**config.mk**
```make
export PLATFORM = sky130hd
export DESIGN_NAME = led_matrix_scroll_frames
export DESIGN_NICKNAME = d
export VERILOG_FILES = /design/src/lmsf_pkg.sv /design/src/lmsf_ram.sv /design/src/lmsf_front.sv /design/src/lmsf_back.sv /design/src/led_matrix_scroll_frames.sv
export SDC_FILE = /design/constraint.sdc
export NUM_CORES = 1
export LEC_CHECK = 0
export BUFFER_PORTS_ARGS = -buffer_cell sky130_fd_sc_hd__buf_2
export CORE_MARGIN = 2
export CORE_UTILIZATION = 30
export DETAILED_ROUTE_END_ITERATION = 7
export GPL_TIMING_DRIVEN = 0
export PLACE_DENSITY = 0.44
export SLEW_MARGIN = 15
export SYNTH_ARGS = -nofsm -noshare
export SYNTH_HDL_FRONTEND = slang
export SYNTH_SLANG_ARGS = --single-unit
```
**constraint.sdc**
```tcl
create_clock -name clk -period 5 [get_ports clk]
set_clock_uncertainty 0.2 [all_clocks]
set_input_delay 0.5 -clock clk [delete_from_list [all_inputs] [get_ports clk]]
set_output_delay 0.5 -clock clk [all_outputs]
set_load 0.005 [all_outputs]
```
**src/lmsf_pkg.sv**
```systemverilog
// ----------------------------------------------------------------------------
// lmsf_pkg: shared types and constants for the scrolling LED frame generator
// Item codes, queue entry layout and the driver set-up table.
// ----------------------------------------------------------------------------
`default_nettype none

package lmsf_pkg;

    // input item kinds
    localparam logic [1:0] KIND_LOAD = 2'd0;
    localparam logic [1:0] KIND_TICK = 2'd1;
    localparam logic [1:0] KIND_INIT = 2'd2;

    // driver register addresses
    localparam logic [3:0] REG_DECODE    = 4'h9;
    localparam logic [3:0] REG_INTENSITY = 4'hA;
    localparam logic [3:0] REG_SCANLIM   = 4'hB;
    localparam logic [3:0] REG_SHUTDOWN  = 4'hC;
    localparam logic [3:0] REG_TEST      = 4'hF;

    localparam int ROWS        = 8;
    localparam int INIT_FRAMES = 5;
    localparam int QDEPTH      = 2;

    typedef enum logic [1:0] {
        CMD_LOAD,
        CMD_TICK,
        CMD_INIT
    } cmd_t;

    typedef struct packed {
        cmd_t       cmd;
        logic [3:0] idx;
        logic [7:0] bits;
    } q_entry_t;

    // set-up sequence: shutdown off, test off, no decode, scan limit 7, intensity 0
    function automatic logic [3:0] init_addr(input logic [2:0] step);
        logic [3:0] a;
        case (step)
            3'd0:    a = REG_SHUTDOWN;
            3'd1:    a = REG_TEST;
            3'd2:    a = REG_DECODE;
            3'd3:    a = REG_SCANLIM;
            3'd4:    a = REG_INTENSITY;
            default: a = 4'h0;
        endcase
        return a;
    endfunction

    function automatic logic [7:0] init_data(input logic [2:0] step);
        logic [7:0] d;
        case (step)
            3'd0:    d = 8'h01;
            3'd3:    d = 8'h07;
            default: d = 8'h00;
        endcase
        return d;
    endfunction

endpackage

`default_nettype wire

```
**src/lmsf_ram.sv**
```systemverilog
// ----------------------------------------------------------------------------
// lmsf_ram: generic RAM
// One write port, two read ports, registered read data.
// ----------------------------------------------------------------------------
`default_nettype none

module lmsf_ram #(
    parameter int WIDTH = 8,
    parameter int DEPTH = 16
) (
    input  wire logic                     clk,
    input  wire logic                     we,
    input  wire logic [$clog2(DEPTH)-1:0] waddr,
    input  wire logic [WIDTH-1:0]         wdata,
    input  wire logic [$clog2(DEPTH)-1:0] raddr_a,
    output logic      [WIDTH-1:0]         rdata_a,
    input  wire logic [$clog2(DEPTH)-1:0] raddr_b,
    output logic      [WIDTH-1:0]         rdata_b
);

    logic [WIDTH-1:0] mem [DEPTH];

    always_ff @(posedge clk)
    begin
        if (we)
        begin
            mem[waddr] <= wdata;
        end
        rdata_a <= mem[raddr_a];
        rdata_b <= mem[raddr_b];
    end

endmodule

`default_nettype wire

```
**src/lmsf_front.sv**
```systemverilog
// ----------------------------------------------------------------------------
// lmsf_front: command intake
// Classifies input words, drops unused kinds, queues commands for the back end.
// ----------------------------------------------------------------------------
`default_nettype none

module lmsf_front (
    input  wire logic             clk,
    input  wire logic             rst_n,
    input  wire logic             start,
    input  wire logic [1:0]       kind,
    input  wire logic [3:0]       column_index,
    input  wire logic [7:0]       column_bits,
    output logic                  busy,
    output logic                  head_valid,
    output lmsf_pkg::q_entry_t    head,
    input  wire logic             pop
);

    lmsf_pkg::q_entry_t entry_reg [lmsf_pkg::QDEPTH];
    logic               wr_ptr_reg, wr_ptr_next;
    logic               rd_ptr_reg, rd_ptr_next;
    logic [1:0]         count_reg, count_next;
    logic               known;
    logic               push;
    lmsf_pkg::cmd_t     cmd;
    lmsf_pkg::q_entry_t new_entry;

    always_comb
    begin
        known = 1'b1;
        cmd   = lmsf_pkg::CMD_LOAD;
        case (kind)
            lmsf_pkg::KIND_LOAD: cmd = lmsf_pkg::CMD_LOAD;
            lmsf_pkg::KIND_TICK: cmd = lmsf_pkg::CMD_TICK;
            lmsf_pkg::KIND_INIT: cmd = lmsf_pkg::CMD_INIT;
            default:             known = 1'b0;
        endcase
    end

    assign busy       = (count_reg == 2'(lmsf_pkg::QDEPTH));
    assign push       = start && !busy && known;
    assign head_valid = (count_reg != 2'd0);
    assign head       = entry_reg[rd_ptr_reg];

    assign new_entry.cmd  = cmd;
    assign new_entry.idx  = column_index;
    assign new_entry.bits = column_bits;

    assign wr_ptr_next = push ? ~wr_ptr_reg : wr_ptr_reg;
    assign rd_ptr_next = pop  ? ~rd_ptr_reg : rd_ptr_reg;
    assign count_next  = count_reg + 2'(push) - 2'(pop);

    always_ff @(posedge clk)
    begin
        if (push)
        begin
            entry_reg[wr_ptr_reg] <= new_entry;
        end
    end

    always_ff @(posedge clk or negedge rst_n)
    begin
        if (!rst_n)
        begin
            wr_ptr_reg <= 1'b0;
            rd_ptr_reg <= 1'b0;
            count_reg  <= 2'd0;
        end
        else
        begin
            wr_ptr_reg <= wr_ptr_next;
            rd_ptr_reg <= rd_ptr_next;
            count_reg  <= count_next;
        end
    end

`ifndef NO_ASSERTIONS
    a_count_bound: assert property (@(posedge clk) disable iff (!rst_n)
        count_reg <= 2'(lmsf_pkg::QDEPTH))
        else $error("queue count overflow");
    a_pop_nonempty: assert property (@(posedge clk) disable iff (!rst_n)
        pop |-> head_valid)
        else $error("pop from empty queue");
`endif

endmodule

`default_nettype wire

```
**src/lmsf_back.sv**
```systemverilog
// ----------------------------------------------------------------------------
// lmsf_back: frame engine
// Executes queued commands: bitmap writes, scroll frames and set-up frames.
// ----------------------------------------------------------------------------
`default_nettype none

module lmsf_back #(
    parameter int COLUMNS = 16
) (
    input  wire logic               clk,
    input  wire logic               rst_n,
    input  wire logic               head_valid,
    input  wire lmsf_pkg::q_entry_t head,
    output logic                    pop,
    output logic                    frame_valid,
    output logic [3:0]              reg_addr,
    output logic [7:0]              near_data,
    output logic [7:0]              far_data,
    output logic                    last_frame
);

    localparam int AW = $clog2(COLUMNS);
    localparam logic [AW:0]  COL_LIM = (AW+1)'(COLUMNS);
    localparam logic [AW-1:0] OFF_MAX = AW'(COLUMNS - 1);
    localparam logic [2:0]   ROW_LAST  = 3'(lmsf_pkg::ROWS - 1);
    localparam logic [2:0]   INIT_LAST = 3'(lmsf_pkg::INIT_FRAMES - 1);

    typedef enum logic [1:0] {
        ST_IDLE,
        ST_TICK,
        ST_INIT
    } state_t;

    state_t          state_reg;
    logic [2:0]      row_reg;
    logic [AW-1:0]   off_reg;
    logic [COLUMNS-1:0] valid_reg;
    logic            p_valid_reg, p_last_reg, p_mem_reg;
    logic [3:0]      p_addr_reg;
    logic [7:0]      p_const_reg;
    logic            nv_reg, fv_reg;

    logic            issue_tick, issue_init, we;
    logic [2:0]      row;
    logic [AW:0]     near_sum, far_sum;
    logic [AW-1:0]   near_addr, far_addr, waddr;
    logic [7:0]      rd_near, rd_far;

    assign pop        = (state_reg == ST_IDLE) && head_valid;
    assign we         = pop && (head.cmd == lmsf_pkg::CMD_LOAD);
    assign issue_tick = (pop && (head.cmd == lmsf_pkg::CMD_TICK)) || (state_reg == ST_TICK);
    assign issue_init = (pop && (head.cmd == lmsf_pkg::CMD_INIT)) || (state_reg == ST_INIT);
    assign row        = (state_reg == ST_IDLE) ? 3'd0 : row_reg;
    assign waddr      = AW'(head.idx);

    // column pair for this row, wrapped once at the bitmap width
    always_comb
    begin
        near_sum  = {1'b0, off_reg} + (AW+1)'(row);
        far_sum   = {1'b0, off_reg} + (AW+1)'(row) + (AW+1)'(lmsf_pkg::ROWS);
        near_addr = (near_sum >= COL_LIM) ? AW'(near_sum - COL_LIM) : AW'(near_sum);
        far_addr  = (far_sum >= COL_LIM) ? AW'(far_sum - COL_LIM) : AW'(far_sum);
    end

    lmsf_ram #(
        .WIDTH (8),
        .DEPTH (COLUMNS)
    ) u_bitmap (
        .clk     (clk),
        .we      (we),
        .waddr   (waddr),
        .wdata   (head.bits),
        .raddr_a (near_addr),
        .rdata_a (rd_near),
        .raddr_b (far_addr),
        .rdata_b (rd_far)
    );

    always_ff @(posedge clk or negedge rst_n)
    begin
        if (!rst_n)
        begin
            state_reg   <= ST_IDLE;
            row_reg     <= 3'd0;
            off_reg     <= '0;
            valid_reg   <= '0;
            p_valid_reg <= 1'b0;
            p_last_reg  <= 1'b0;
            p_mem_reg   <= 1'b0;
            p_addr_reg  <= 4'h0;
            p_const_reg <= 8'h00;
            nv_reg      <= 1'b0;
            fv_reg      <= 1'b0;
        end
        else
        begin
            p_valid_reg <= issue_tick || issue_init;
            p_last_reg  <= (issue_tick && (row == ROW_LAST)) ||
                           (issue_init && (row == INIT_LAST));
            p_mem_reg   <= issue_tick;
            p_addr_reg  <= issue_tick ? (4'(row) + 4'd1) : lmsf_pkg::init_addr(row);
            p_const_reg <= lmsf_pkg::init_data(row);
            nv_reg      <= valid_reg[near_addr];
            fv_reg      <= valid_reg[far_addr];
            if (we)
            begin
                valid_reg[waddr] <= 1'b1;
            end
            case (state_reg)
                ST_IDLE:
                begin
                    if (pop)
                    begin
                        case (head.cmd)
                            lmsf_pkg::CMD_TICK:
                            begin
                                state_reg <= ST_TICK;
                                row_reg   <= 3'd1;
                            end
                            lmsf_pkg::CMD_INIT:
                            begin
                                state_reg <= ST_INIT;
                                row_reg   <= 3'd1;
                            end
                            default:
                            begin
                                state_reg <= ST_IDLE;
                            end
                        endcase
                    end
                end
                ST_TICK:
                begin
                    if (row_reg == ROW_LAST)
                    begin
                        state_reg <= ST_IDLE;
                        off_reg   <= (off_reg == OFF_MAX) ? '0 : off_reg + AW'(1);
                    end
                    else
                    begin
                        row_reg <= row_reg + 3'd1;
                    end
                end
                ST_INIT:
                begin
                    if (row_reg == INIT_LAST)
                    begin
                        state_reg <= ST_IDLE;
                    end
                    else
                    begin
                        row_reg <= row_reg + 3'd1;
                    end
                end
                default:
                begin
                    state_reg <= ST_IDLE;
                end
            endcase
        end
    end

    // never-written columns read as zero
    assign frame_valid = p_valid_reg;
    assign reg_addr    = p_addr_reg;
    assign last_frame  = p_last_reg;
    assign near_data   = p_mem_reg ? (nv_reg ? rd_near : 8'h00) : p_const_reg;
    assign far_data    = p_mem_reg ? (fv_reg ? rd_far : 8'h00) : p_const_reg;

`ifndef NO_ASSERTIONS
    a_off_range: assert property (@(posedge clk) disable iff (!rst_n)
        {1'b0, off_reg} < COL_LIM)
        else $error("scroll offset out of range");
    a_last_strobe: assert property (@(posedge clk) disable iff (!rst_n)
        last_frame |-> frame_valid)
        else $error("last frame without strobe");
`endif

endmodule

`default_nettype wire

```
**src/led_matrix_scroll_frames.sv**
```systemverilog
// ----------------------------------------------------------------------------
// led_matrix_scroll_frames: scrolling frame generator for two chained
// 8x8 LED matrix drivers
// Holds a column bitmap and emits register-update frames for both devices.
// ----------------------------------------------------------------------------
// Usage:
//   Command channel: a word is taken at a clock edge with start high and busy
//   low. kind 0 writes column_bits into bitmap column column_index, kind 1 is
//   a scroll tick, kind 2 sends the driver set-up sequence, kind 3 is dropped.
//   Commands pass through a two-entry queue, so busy rises only when two
//   commands are waiting behind the one being executed.
//   Frame channel: each frame is valid for exactly one cycle, marked by
//   frame_valid; the receiver must take it then and cannot stall the block.
//   A tick gives 8 frames (reg_addr 1..8, one per cycle), then the scroll
//   offset advances; init gives 5 frames. last_frame marks the final one.
//   When the engine is idle, a taken command passes the queue register, then
//   the frame output registers, before its first frame. The engine takes a
//   new command only once the current one has issued its last frame; it reads
//   one near/far column pair per frame from the bitmap RAM, which sets the one-frame-per-cycle rate.
//   Reset: the bitmap reads as all zeros (per-column valid flags), the
//   scroll offset is zero and the queue is empty.
// ----------------------------------------------------------------------------
`default_nettype none

module led_matrix_scroll_frames #(
    parameter int COLUMNS = 16
) (
    input  wire logic       clk,
    input  wire logic       rst_n,
    input  wire logic       start,
    input  wire logic [1:0] kind,
    input  wire logic [3:0] column_index,
    input  wire logic [7:0] column_bits,
    output logic            busy,
    output logic            frame_valid,
    output logic [3:0]      reg_addr,
    output logic [7:0]      near_data,
    output logic [7:0]      far_data,
    output logic            last_frame
);

    lmsf_pkg::q_entry_t head;
    logic               head_valid;
    logic               pop;

    // intake and queue
    lmsf_front u_front (
        .clk          (clk),
        .rst_n        (rst_n),
        .start        (start),
        .kind         (kind),
        .column_index (column_index),
        .column_bits  (column_bits),
        .busy         (busy),
        .head_valid   (head_valid),
        .head         (head),
        .pop          (pop)
    );

    // bitmap store and frame sequencer
    lmsf_back #(
        .COLUMNS (COLUMNS)
    ) u_back (
        .clk         (clk),
        .rst_n       (rst_n),
        .head_valid  (head_valid),
        .head        (head),
        .pop         (pop),
        .frame_valid (frame_valid),
        .reg_addr    (reg_addr),
        .near_data   (near_data),
        .far_data    (far_data),
        .last_frame  (last_frame)
    );

endmodule

`default_nettype wire
```
Word-level counts from Yosys, hierarchy flattened
Memory sizes are Yosys's and may differ from the RTL's. A register that Yosys moved wholly into a read port is not among the register bits. Index checks and enable logic that the tools add are counted.

Memories: 2. Bits in registers: 41. Output and inout port bits: 23. Memory bits (writable): 156.

Bitwise logic cells: 3. Muxes and demuxes: 33. Eq/ne operators: 21. Reduce and logical (&&, ||, !) cells: 25. Add/subtract/negate cells: 9. $lt $le $gt $ge: 6.

Memories: u_back.u_bitmap.mem (words 16, width 8, read ports 2, clocked after memory_dff 2, write ports 1, line lmsf_ram.sv:21) `logic [WIDTH-1:0] mem [DEPTH];`; u_front.entry_reg (words 2, width 14, read ports 1, clocked after memory_dff 0, write ports 1, line lmsf_front.sv:20) `lmsf_pkg::q_entry_t entry_reg [lmsf_pkg::QDEPTH];`.

Operators by type and width (number): $mux 8 (4); $pmux 4 s5 (1); $mux 4 (4); $or 16x16->16 (1); $lt 4x5->1 const B (3); $mux 3 (5); $eq 3x3->1 const B (4); $ge 5x5->1 const B (2); $ne 2x2->1 const B (5); $logic_and 1x1->1 (9); $pmux 3 s3 (1); $bmux 1 s4 (2); $eq 2x2->1 const B (4); $mux 1 (8); $pmux 2 s2 (2); $sub 4x1->4 const B (2); $eq 2x1->1 const B (3); $eq 3x2->1 const B (2); $logic_not 2->1 (3); $mux 2 (3); $pmux 2 s3 (1); $pmux 3 s2 (1); $add 4x3->5 (1); $add 5x4->5 const B (1); 21 further kinds (25).

Logic depth before layout (Yosys ltp)
Gate-level depths: netlist of run 1.

Word-level depth: 8. Mapped depth: 13.

Hierarchy
Synthesis of run 1 repeated with hierarchy kept, for this count alone.

Cells, all modules: 568. Area total of the unflattened synthesis: 9705.6 sq um.

By module, submodules not included: lmsf_ram (seq. area each 4164.0 sq um, cells each 307, area each 6346.1 sq um, instances 1); lmsf_back (seq. area each 900.9 sq um, cells each 197, area each 2069.5 sq um, instances 1); lmsf_front (seq. area each 940.9 sq um, cells each 64, area each 1290.0 sq um, instances 1).

Least setup slack after synthesis of run 1
No wires, ideal clock.

Path type: flip-flop to flip-flop. Start point: register u_back.state_reg[0]. End point: register u_back.nv_reg. Arrival time: 2775 ps. Setup slack: 1881 ps. Required time: 4656 ps. Period minus slack after synthesis: 3119 ps. Cell stages (with the launch flop): 14. Library setup time: 144 ps. Path through: dfrtp_1 > inv_1 > ha_1 > buf_2 > inv_1 > nand2_1 > xnor2_1 > ha_1 > or2_2 > o221ai_1 > buf_4 > mux4_2 > mux2i_1 > mux2i_1.

Longest elaborated chain between the ends: 7.

RTL lines: start: declaration (line lmsf_back.sv:34) `state_t state_reg;`; start signal: assignment (line lmsf_back.sv:83) `state_reg <= ST_IDLE;`; start signal: assignment (line lmsf_back.sv:117) `state_reg <= ST_TICK;`; start signal: assignment (line lmsf_back.sv:122) `state_reg <= ST_INIT;`; $logic_not 2->1 * (line lmsf_back.sv:53) `assign row = (state_reg == ST_IDLE) ? 3'd0 : row_reg;`; $mux 3 * (line lmsf_back.sv:53); $add 4x3->5 * (line lmsf_back.sv:59) `near_sum = {1'b0, off_reg} + (AW+1)'(row);`; $sub 4x1->4 / $ge 5x5->1 (equally long branches) (line lmsf_back.sv:61) `near_addr = (near_sum >= COL_LIM) ? AW'(near_sum - COL_LIM) : AW'(near_sum);`; $mux 4 * (line lmsf_back.sv:61); $bmux 1 s4 * (line lmsf_back.sv:103) `nv_reg <= valid_reg[near_addr];`; $mux 1 (implied by the code) * (line lmsf_back.sv:103); end signal: assignment (line lmsf_back.sv:103); end: declaration (line lmsf_back.sv:41) `logic nv_reg, fv_reg;`.

Every way passes the cells marked *; elsewhere a longest branch is shown, timed or not. The select of a mux whose other input is x is not followed. A chain may end at the register's enable or synchronous reset.

Final worst setup path of run 1
Start point: register u_back.state_reg[0]. End point: register u_back.u_bitmap.rdata_b[7] (read register of u_back.u_bitmap.mem).

Longest elaborated chain between the ends: 6.

RTL lines: $logic_not 2->1 * (line lmsf_back.sv:53); $mux 3 * (line lmsf_back.sv:53); $add 4x3->5 * (line lmsf_back.sv:60) `far_sum = {1'b0, off_reg} + (AW+1)'(row) + (AW+1)'(lmsf_pkg::ROWS);`; $add 5x4->5 * (line lmsf_back.sv:60); $sub 4x1->4 / $ge 5x5->1 (equally long branches) (line lmsf_back.sv:62) `far_addr = (far_sum >= COL_LIM) ? AW'(far_sum - COL_LIM) : AW'(far_sum);`; $mux 4 * (line lmsf_back.sv:62); end: declaration (line lmsf_ram.sv:18) `output logic [WIDTH-1:0] rdata_b`.

Every way passes the cells marked *; elsewhere a longest branch is shown, timed or not.

==> results_dict.tcl, run 1 <==
set metrics [dict create \
    synth_top_family_by_area "multiplexers" \
    netlist_area_sq_um 8630 \
    grtUsageTotal_pct 11.8 \
    n_antenna_cell 0 \
    layout-drive-gt1-share_pct 23.7 \
    synth_xor_area_share_pct 1.22 \
    ant_nets 0 \
    drt_iter0_drc 237 \
    vdd_drop_max_uv 250 \
    p_clk_share_pct 27.9 \
    r2r_slack_ps 1000 \
    yosys.area_share.simple_pct 4.96 \
    netSwitchingFraction_pct 30.2 \
    relSlewSlack_pct 24.1 \
    dr.pass1.iters 4 \
    synth_seq_area_share_pct 69.6 \
    worstMarginPinSlew_ps 1130 \
    power_mw 5.86 \
    fillers 2783 \
    dpl.hpwl_microns 12000 \
    yosysTopAreaCell "edfxtp_1" \
    routed_wl_microns 17300 \
    design.core.area_sq_um 28500 \
    synthCells 502 \
    p_sw_mw 1.77 \
    synth.avg_cell_area_sq_um 17.2 \
    gp_congestion 0.775 \
    initial_core_util_pct 30.2 \
    cap_violations 0 \
    grt_overflow 0 \
    async_flop_share_pct 18.9 \
    placed_cells 925 \
    fin_ws_ps 1000 \
    end_kind "flip-flop" \
    hold_class "in -> reg" \
    mostFrequentLayoutCell "edfxtp_1" \
    fin_crit_ps 4000 \
    p_seq_share_pct 41.7 \
    path_class "reg -> reg" \
    synth_compound_gate_area_share_pct 4.33 \
    synth_ff_type "edfxtp_1" \
    grt_max_degree 41 \
    grt_use_met3_pct 1.89 \
    power_frac_comb_pct 30.4 \
    synth_adder_area_share_pct 2.46 \
    yosys.area.top_type_share_pct 54.3 \
    fin_tns_setup_ps 0 \
    hold_buffers 13 \
    pin_count 40 \
    num_vias 4434 \
    cts_root_buf "clkbuf_16" \
    start_kind "flip-flop" \
    cp-startpoint "u_back.state_reg[0]" \
    cts_buffers 24 \
    period_share_pct 80.0 \
    fp.dieH_microns 174 \
    area_delta_synth_final_pct 17.9 \
    grt_antenna_before_repair 0 \
    final_area_sq_um 10200 \
    cts_tree "built" \
    critPathRequiredTime_ps 5180 \
    fmax_ghz 0.250 \
    port_buffers 39 \
    cts_htree_levels 1 \
    cts_setup_buffers 0 \
    largest_reg_flops 128 \
    cts_resized 0 \
    synthMuxAreaShare_pct 15.5 \
    ys_warn_count 0 \
    grt_pass1_vias 4665 \
    die_x_microns 174 \
    p_leak_nw 3.92 \
    grt-busiest-layer "met2" \
    slew_viol_final 0 \
    cts_sinks 212 \
    rows 62 \
    critPathMaxFanout 10 \
    grt_pass1_wl_microns 27200 \
    p_int_mw 4.09 \
    met1_usage_pct 16.6 \
    detail_route.wl_per_cell_microns 17.7 \
    dieArea_sq_um 30100 \
    min_from "kind[0]" \
    dpl_cell_area_sq_um 9310 \
    dpl_worst_slack_ps 966 \
    stdcell_count 982 \
    clk_latency_ps 520 \
    worstPathArrival_ps 4180 \
    worstReg2RegStart "u_back.state_reg[0]" \
    hold_viol_final 0 \
    synth_cell_types 48 \
    rsz0062_at_grt "no" \
    clk_pin_slew_worst_paths_ps 60 \
    status "finished clean" \
    layout_common_cells "edfxtp_1, buf_2, mux2i_1, dfrtp_1, mux4_2" \
    synth_edf_count 156 \
    routed_via_density 4.52 \
    synth_nets 536 \
    setup_viol 0 \
    groute.layer.met2.usage_pct 19.0 \
    synth.area.top_cells "edfxtp_1, dfrtp_1, mux4_2, mux2i_1, dfxtp_1" \
    drcViolationCount 0 \
    ys_ff_latch 212 \
    final_nets 614 \
    clk_path_buf_depth 3 \
    p_per_area_nw_per_um2 576 \
]
-- through the flow --
step	utilization (%)	hold WS, ps
4_1_cts	35.6	72.5
3_5_place_dp	32.6	259
2_1_floorplan	-	4.41
6_report	35.6	95.3
5_1_grt	35.6	84.6
3_3_place_gp	32.6	251
-- final cells by class --
type	count	area [sq um]	share of cell area [%]
clock inverters	10	75.1	0.738
clock buffers	34	659	6.48
well taps	384	480	4.72
repair buffers	52	325	3.20
inverters	17	63.8	0.627
plain buffers	18	106	1.05
flip-flops and latches	212	6010	59.0
multi-input cells	255	2460	24.2
-- cells in the mapped netlist, types with 7 or more instances --
cell,n
mux4_2,33
o21ai_0,11
and3_1,12
or2_2,9
nand3_1,8
mux2i_1,40
mux2_2,10
inv_1,17
dfxtp_1,16
a21oi_1,10
edfxtp_1,156
nand2_1,22
nor2_1,27
dfrtp_1,40
ha_1,17
a31o_2,7
o21bai_1,8
-- power by group through the flow --
stage               clock network [mW]  logic [mW]  registers [mW]
finish                            1.63        1.78            2.45
global route                      1.75        1.99            2.48
CTS                               1.68        1.82            2.45
detailed placement                   0        1.81            2.48
global placement                     0        1.78            2.47
floorplan                            0        1.31            2.43
-- routing by layer --
metal / routed length, microns / share of wire, %
met5: 0 / 0
met4: 366 / 2.1
met3: 696 / 4.0
met2: 7830 / 45
met1: 8450 / 49
-- critical path: stages, from the launching register on --
cell and delay (ps):
dfrtp_1 410, inv_1 90, ha_1 310, buf_2 280, inv_1 100, nand2_1 110, xnor2_1 70, ha_1 270
clkbuf_1 550, clkbuf_1 600, mux4_1 480, mux2i_1 260, mux2i_1 110
-- path summary, 6_finish.rpt --
path / cells past startpoint / to
max: 12 / u_back.u_bitmap.rdata_b[7]
min: 2 / u_front.entry_reg[0][13]
max reg2reg: 12 / u_back.u_bitmap.rdata_b[7]
min reg2reg: 1 / u_back.valid_reg[14]
max in group asynchronous: 2 / u_back.valid_reg[14]
min in group asynchronous: 2 / u_back.off_reg[3]
-- logic make-up after synthesis --
logic type | count (synthesis)
compound gates | 54
buf+inv | 35
fa+ha+maj | 17
simple gates | 89
xor+xnor | 9
mux | 86
flops | 212
Power figures use the tool's default switching activity.
==> run 2, diff against run 1 <==
- ABC_AREA: default -> 1
- clock period: 5 -> 4 ns (I/O delays scaled with it)
==> results_dict.tcl, run 2 <==
set metrics [dict create \
    synth_edf_count 156 \
    period_share_pct 92.8 \
    fin_ws_ps 287 \
    final_nets 1067 \
    p_leak_nw 4.82 \
    synth.area.top_cells "edfxtp_1, dfrtp_1, nand3_1, nand2_1, inv_1" \
    grtUsageTotal_pct 15.9 \
    fmax_ghz 0.269 \
    yosysMostFrequentCell "nand3_1" \
    routed_wl_microns 25700 \
    ant_nets 0 \
    vdd_drop_max_uv 305 \
    dpl.hpwl_microns 17600 \
    mostFrequentLayoutCell "nand3_1" \
    drt_iter0_drc 429 \
    ys_ff_latch 212 \
    final_area_sq_um 11100 \
    drt-met1-wl_microns 12600 \
    synth_ff_type "edfxtp_1" \
    relSlewSlack_pct 28.0 \
    grt_overflow 0 \
    async_flop_share_pct 18.9 \
    clk_path_buf_depth 3 \
    status "finished clean" \
    synth.top_cells.by_count "nand3_1, nand2_1, inv_1, edfxtp_1, nor2_1" \
    num_vias 6611 \
    hold_viol_final 0 \
    gp_congestion 0.765 \
    cts_htree_levels 1 \
    rows 65 \
    dpl_cell_area_sq_um 10200 \
    routed_via_density 4.55 \
    synthCells 952 \
    worstPathArrival_ps 3910 \
    wl_met2_microns 11500 \
    cap_violations 0 \
    netlist_area_sq_um 9540 \
    grt_max_degree 41 \
    detail_route.wl_per_cell_microns 17.7 \
    drcViolationCount 0 \
    grt_antenna_before_repair 0 \
    cts_setup_buffers 0 \
    slowest_delay_ps 380 \
    synth_nets 986 \
    worstMarginPinSlew_ps 1080 \
    ys_warn_count 0 \
    path_class "reg -> reg" \
    cts_root_buf "clkbuf_16" \
    slew_viol_final 0 \
    critPathRequiredTime_ps 4200 \
    fp.dieH_microns 182 \
    fin_tns_setup_ps 0 \
    initial_core_util_pct 30.4 \
    setup_viol 0 \
    synth_seq_area_share_pct 63.0 \
    dpl_worst_slack_ps 221 \
    rsz0062_at_grt "no" \
    hold_class "in -> reg" \
    fin_crit_ps 3710 \
    yosysTopAreaCell "edfxtp_1" \
    p_per_area_nw_per_um2 663 \
    die_x_microns 182 \
    synth_cell_types 36 \
    crit_slowest_cell "dfrtp_1" \
    area_delta_synth_final_pct 16.8 \
    port_buffers 39 \
    cts_sinks 212 \
    top_layer "met4" \
    clk_latency_ps 530 \
    start_kind "flip-flop" \
    pin_count 40 \
    cts_buffers 25 \
    grt_pass1_vias 6610 \
    dr_wl_met3_microns 1210 \
    dieArea_sq_um 33200 \
    yosys.area.top_type_share_pct 49.1 \
    critPathMaxFanout 10 \
    largest_reg_flops 128 \
    synth.avg_cell_area_sq_um 10.0 \
    end_kind "flip-flop" \
    layout_common_cells "nand3_1, nand2_1, inv_1" \
    cp_cell_sequence "inv_1 -> ha_1 -> buf_6 -> inv_4 -> nand3_2 -> buf_2 -> buf_2 -> inv_1 -> ha_1 -> buf_2 -> clkinv_1 -> clkbuf_2 -> nand3_1 -> nand3_1 -> nand3_1 -> nand2_1" \
    power_mw 7.38 \
    clk_pin_slew_worst_paths_ps 60 \
    n_antenna_cell 0 \
    cts_tree "built" \
    grt_pass1_wl_microns 40000 \
    layout-drive-gt1-share_pct 11.9 \
    design.core.area_sq_um 31400 \
    dr.pass1.iters 5 \
]
## run 2: changes by cell type after synthesis, sizes merged, moves of 19 or more
cell	delta
buf	+19
inv	+150
mux2i	-40
mux4	-36
nand2	+153
nand3	+191
nand3b	+32
nor2	+21
o21ai	+31
## run 2: area by class of cell
| class | count | area [sq um] |
|---|---|---|
| timing repair buffer | 54 | 345 |
| buffer | 39 | 208 |
| clock inverter | 13 | 87.6 |
| inverter | 168 | 633 |
| sequential | 212 | 6010 |
| multi-input combinational | 533 | 2700 |
| clock buffer | 33 | 656 |
| tap | 402 | 503 |
| fill | 3206 | 20300 |
## run 2: stage by stage
| stage | std cells | util (%) | hold WS [ps] |
|---|---|---|---|
| final | 1454 | 35.5 | 60.4 |
| after global routing | 1454 | 35.5 | 135 |
| after CTS | 1454 | 35.5 | 49.9 |
| after detailed placement | 1393 | 32.6 | 252 |
| after global placement | 1393 | 32.6 | 241 |
| after floorplan | 952 | - | -95.6 |
## run 2: path summary, 6_finish.rpt
check | slack (ps) | depth (start not counted) | to | startpoint
worst max-delay path | 290 | 16 | u_back.u_bitmap.rdata_b[1] | u_back.state_reg[0]
worst min-delay path | 60 | 5 | u_front.wr_ptr_reg | start
worst max register to register | 290 | 16 | u_back.u_bitmap.rdata_b[1] | u_back.state_reg[0]
worst min register to register | 260 | 2 | u_back.valid_reg[11] | u_back.valid_reg[11]
max in group asynchronous | 2580 | 2 | u_back.nv_reg | rst_n
min in group asynchronous | 390 | 2 | u_front.count_reg[1] | rst_n
## run 2: metal layers
metal  global-route usage (%)  vias up
met5                        0        -
met4                     4.13        0
met3                     2.18       32
met2                     25.0      143
met1                     23.0     3121
li1                         -     3315
## run 2: cell families (layout without fill, tap and decap cells)
family	Yosys count	count (layout)	synth area share [%]
and+or+nand+nor	462	462	22.7
DFF	212	212	63.0
buffers and inverters	207	307	8.79
AOI/OAI and AO/OA	50	50	2.90
adders and majority gates	17	17	2.23
xor gates and xnor gates	4	4	0.367
## run 2: where the power goes
| part | internal (mW) | switching (mW) | leakage [nW] |
|---|---|---|---|
| Sequential | 2.92 | 0.120 | 2.06 |
| Clock | 1.21 | 0.891 | 0.367 |
| Combinational | 0.595 | 1.64 | 2.40 |
| Total | 4.72 | 2.65 | 4.82 |
## run 2: timing repair
action,in CTS,in global routing
resized for setup,0,4
hold endpoints to repair,68,0
setup endpoints to repair,0,5
hold buffers,15,0
## run 2: critical path, delay by kind of cell, from the launching register on
kind          cells  cell delay [ps]
buf+inv           9             1850
simple gates      5              710
fa+ha+maj         2              440
flops             1              380
==> run 3, diff against run 2 <==
- HOLD_SLACK_MARGIN: default -> 0.08
==> results_dict.tcl, run 3 (synthesis gave the netlist of run 2 again) <==
set metrics [dict create \
    worstMarginPinSlew_ps 1060 \
    largest_reg_flops 128 \
    dr.pass1.iters 5 \
    critPathMaxFanout 10 \
    grt_pass1_vias 6614 \
    die_x_microns 182 \
    power_mw 7.38 \
    fin_ws_ps 278 \
    rows 65 \
    crit_slowest_cell "dfrtp_1" \
    fp.dieH_microns 182 \
    grt_antenna_before_repair 0 \
    grt_pass1_wl_microns 40000 \
    area_delta_synth_final_pct 17.0 \
    port_buffers 39 \
    period_share_pct 93.1 \
    hold_viol_final 0 \
    hold_class "reg -> reg" \
    initial_core_util_pct 30.4 \
    detail_route.wl_per_cell_microns 17.7 \
    slowest_delay_ps 380 \
    post-route-util_pct 35.5 \
    dpl_worst_slack_ps 221 \
    critPathRequiredTime_ps 4200 \
    dieArea_sq_um 33200 \
    grtUsageTotal_pct 15.9 \
    num_vias 6600 \
    design.core.area_sq_um 31400 \
    p_per_area_nw_per_um2 661 \
    whs_ps 262 \
    dpl.hpwl_microns 17600 \
    routed_wl_microns 25800 \
    fin_tns_setup_ps 0 \
    rsz0062_at_grt "no" \
    clk_pin_slew_worst_paths_ps 60 \
    drt_iter0_drc 449 \
    routed_via_density 4.53 \
    grt_overflow 0 \
    layout_common_cells "nand3_1, nand2_1, inv_1" \
    placed_cells 1393 \
    final_nets 1069 \
    fillers 3204 \
    start_kind "flip-flop" \
    cap_violations 0 \
    final_area_sq_um 11200 \
    dpl_cell_area_sq_um 10200 \
    n_antenna_cell 0 \
    p_leak_nw 4.83 \
    cts_tree "built" \
    cts_root_buf "clkbuf_16" \
    cts_sinks 212 \
    end_kind "flip-flop" \
    ant_nets 0 \
    setup_viol 0 \
    cp_cell_sequence "inv_1 -> ha_1 -> buf_6 -> inv_4 -> nand3_2 -> buf_2 -> buf_2 -> inv_1 -> ha_1 -> buf_2 -> clkinv_1 -> clkbuf_2 -> nand3_1 -> nand3_1 -> nand3_1 -> nand2_1" \
    fin_crit_ps 3720 \
    clk_latency_ps 520 \
    clk_path_buf_depth 3 \
    cts_buffers 25 \
    fmax_ghz 0.269 \
    slew_viol_final 0 \
    cts_htree_levels 1 \
    vdd_drop_max_uv 305 \
    pin_count 40 \
    gp_congestion 0.765 \
    relSlewSlack_pct 29.2 \
    worstPathArrival_ps 3920 \
    layout-drive-gt1-share_pct 11.9 \
    path_class "reg -> reg" \
    grt_max_degree 41 \
    r2r_slack_ps 280 \
    mostFrequentLayoutCell "nand3_1" \
    status "finished clean" \
    stdcell_count 1456 \
    drcViolationCount 0 \
]
## run 3: changes by cell type in the layout (fill, tap and decap cells not counted), sizes merged
cell         previous run  this run
dlygate4sd3            15        17
## run 3: path summary, 6_finish.rpt
path | start | to | depth (start not counted)
max reg2reg | u_back.state_reg[0] | u_back.u_bitmap.rdata_b[1] | 16
max in group asynchronous | rst_n | u_back.nv_reg | 2
max | u_back.state_reg[0] | u_back.u_bitmap.rdata_b[1] | 16
min in group asynchronous | rst_n | u_front.count_reg[1] | 2
min reg2reg | u_back.valid_reg[11] | u_back.valid_reg[11] | 2
min | u_back.valid_reg[11] | u_back.valid_reg[11] | 2
## run 3: final cells by class
class,instances,area (sq um),share of cell area [%]
clock inverters,13,87.6,0.785
inverters,168,633,5.67
flip-flops and latches,212,6010,53.8
clock buffers,33,656,5.88
multi-input cells,533,2700,24.2
well taps,402,503,4.51
plain buffers,39,208,1.86
repair buffers,56,365,3.27
## run 3: where the power goes
group	internal, mW	switching, mW
combinational	0.597	1.64
clock	1.21	0.888
sequential	2.92	0.120
total	4.73	2.65
## run 3: routing by layer
| layer | up-vias | wire, microns | global-route usage [%] | share of wire [%] |
|---|---|---|---|---|
| met5 | - | 0 | 0 | 0 |
| met4 | 0 | 523 | 4.13 | 2.0 |
| met3 | 36 | 977 | 2.18 | 3.8 |
| met2 | 122 | 11500 | 25.0 | 45 |
| met1 | 3128 | 12800 | 23.1 | 50 |
| li1 | 3314 | - | - | - |
## run 3: what timing repair did
action | CTS | global route
hold buffers | 17 | 0
hold endpoints to repair | 69 | 0
endpoints found under the setup margin | 0 | 5
gates resized for setup | 0 | 4
setup buffers | 0 | 0
## run 3: worst max-delay path: cells and delay by family, from the launching register on
family | cells | cell delay [ps]
fa+ha+maj | 2 | 440
buf+inv | 9 | 1860
flops | 1 | 380
simple gates | 5 | 710
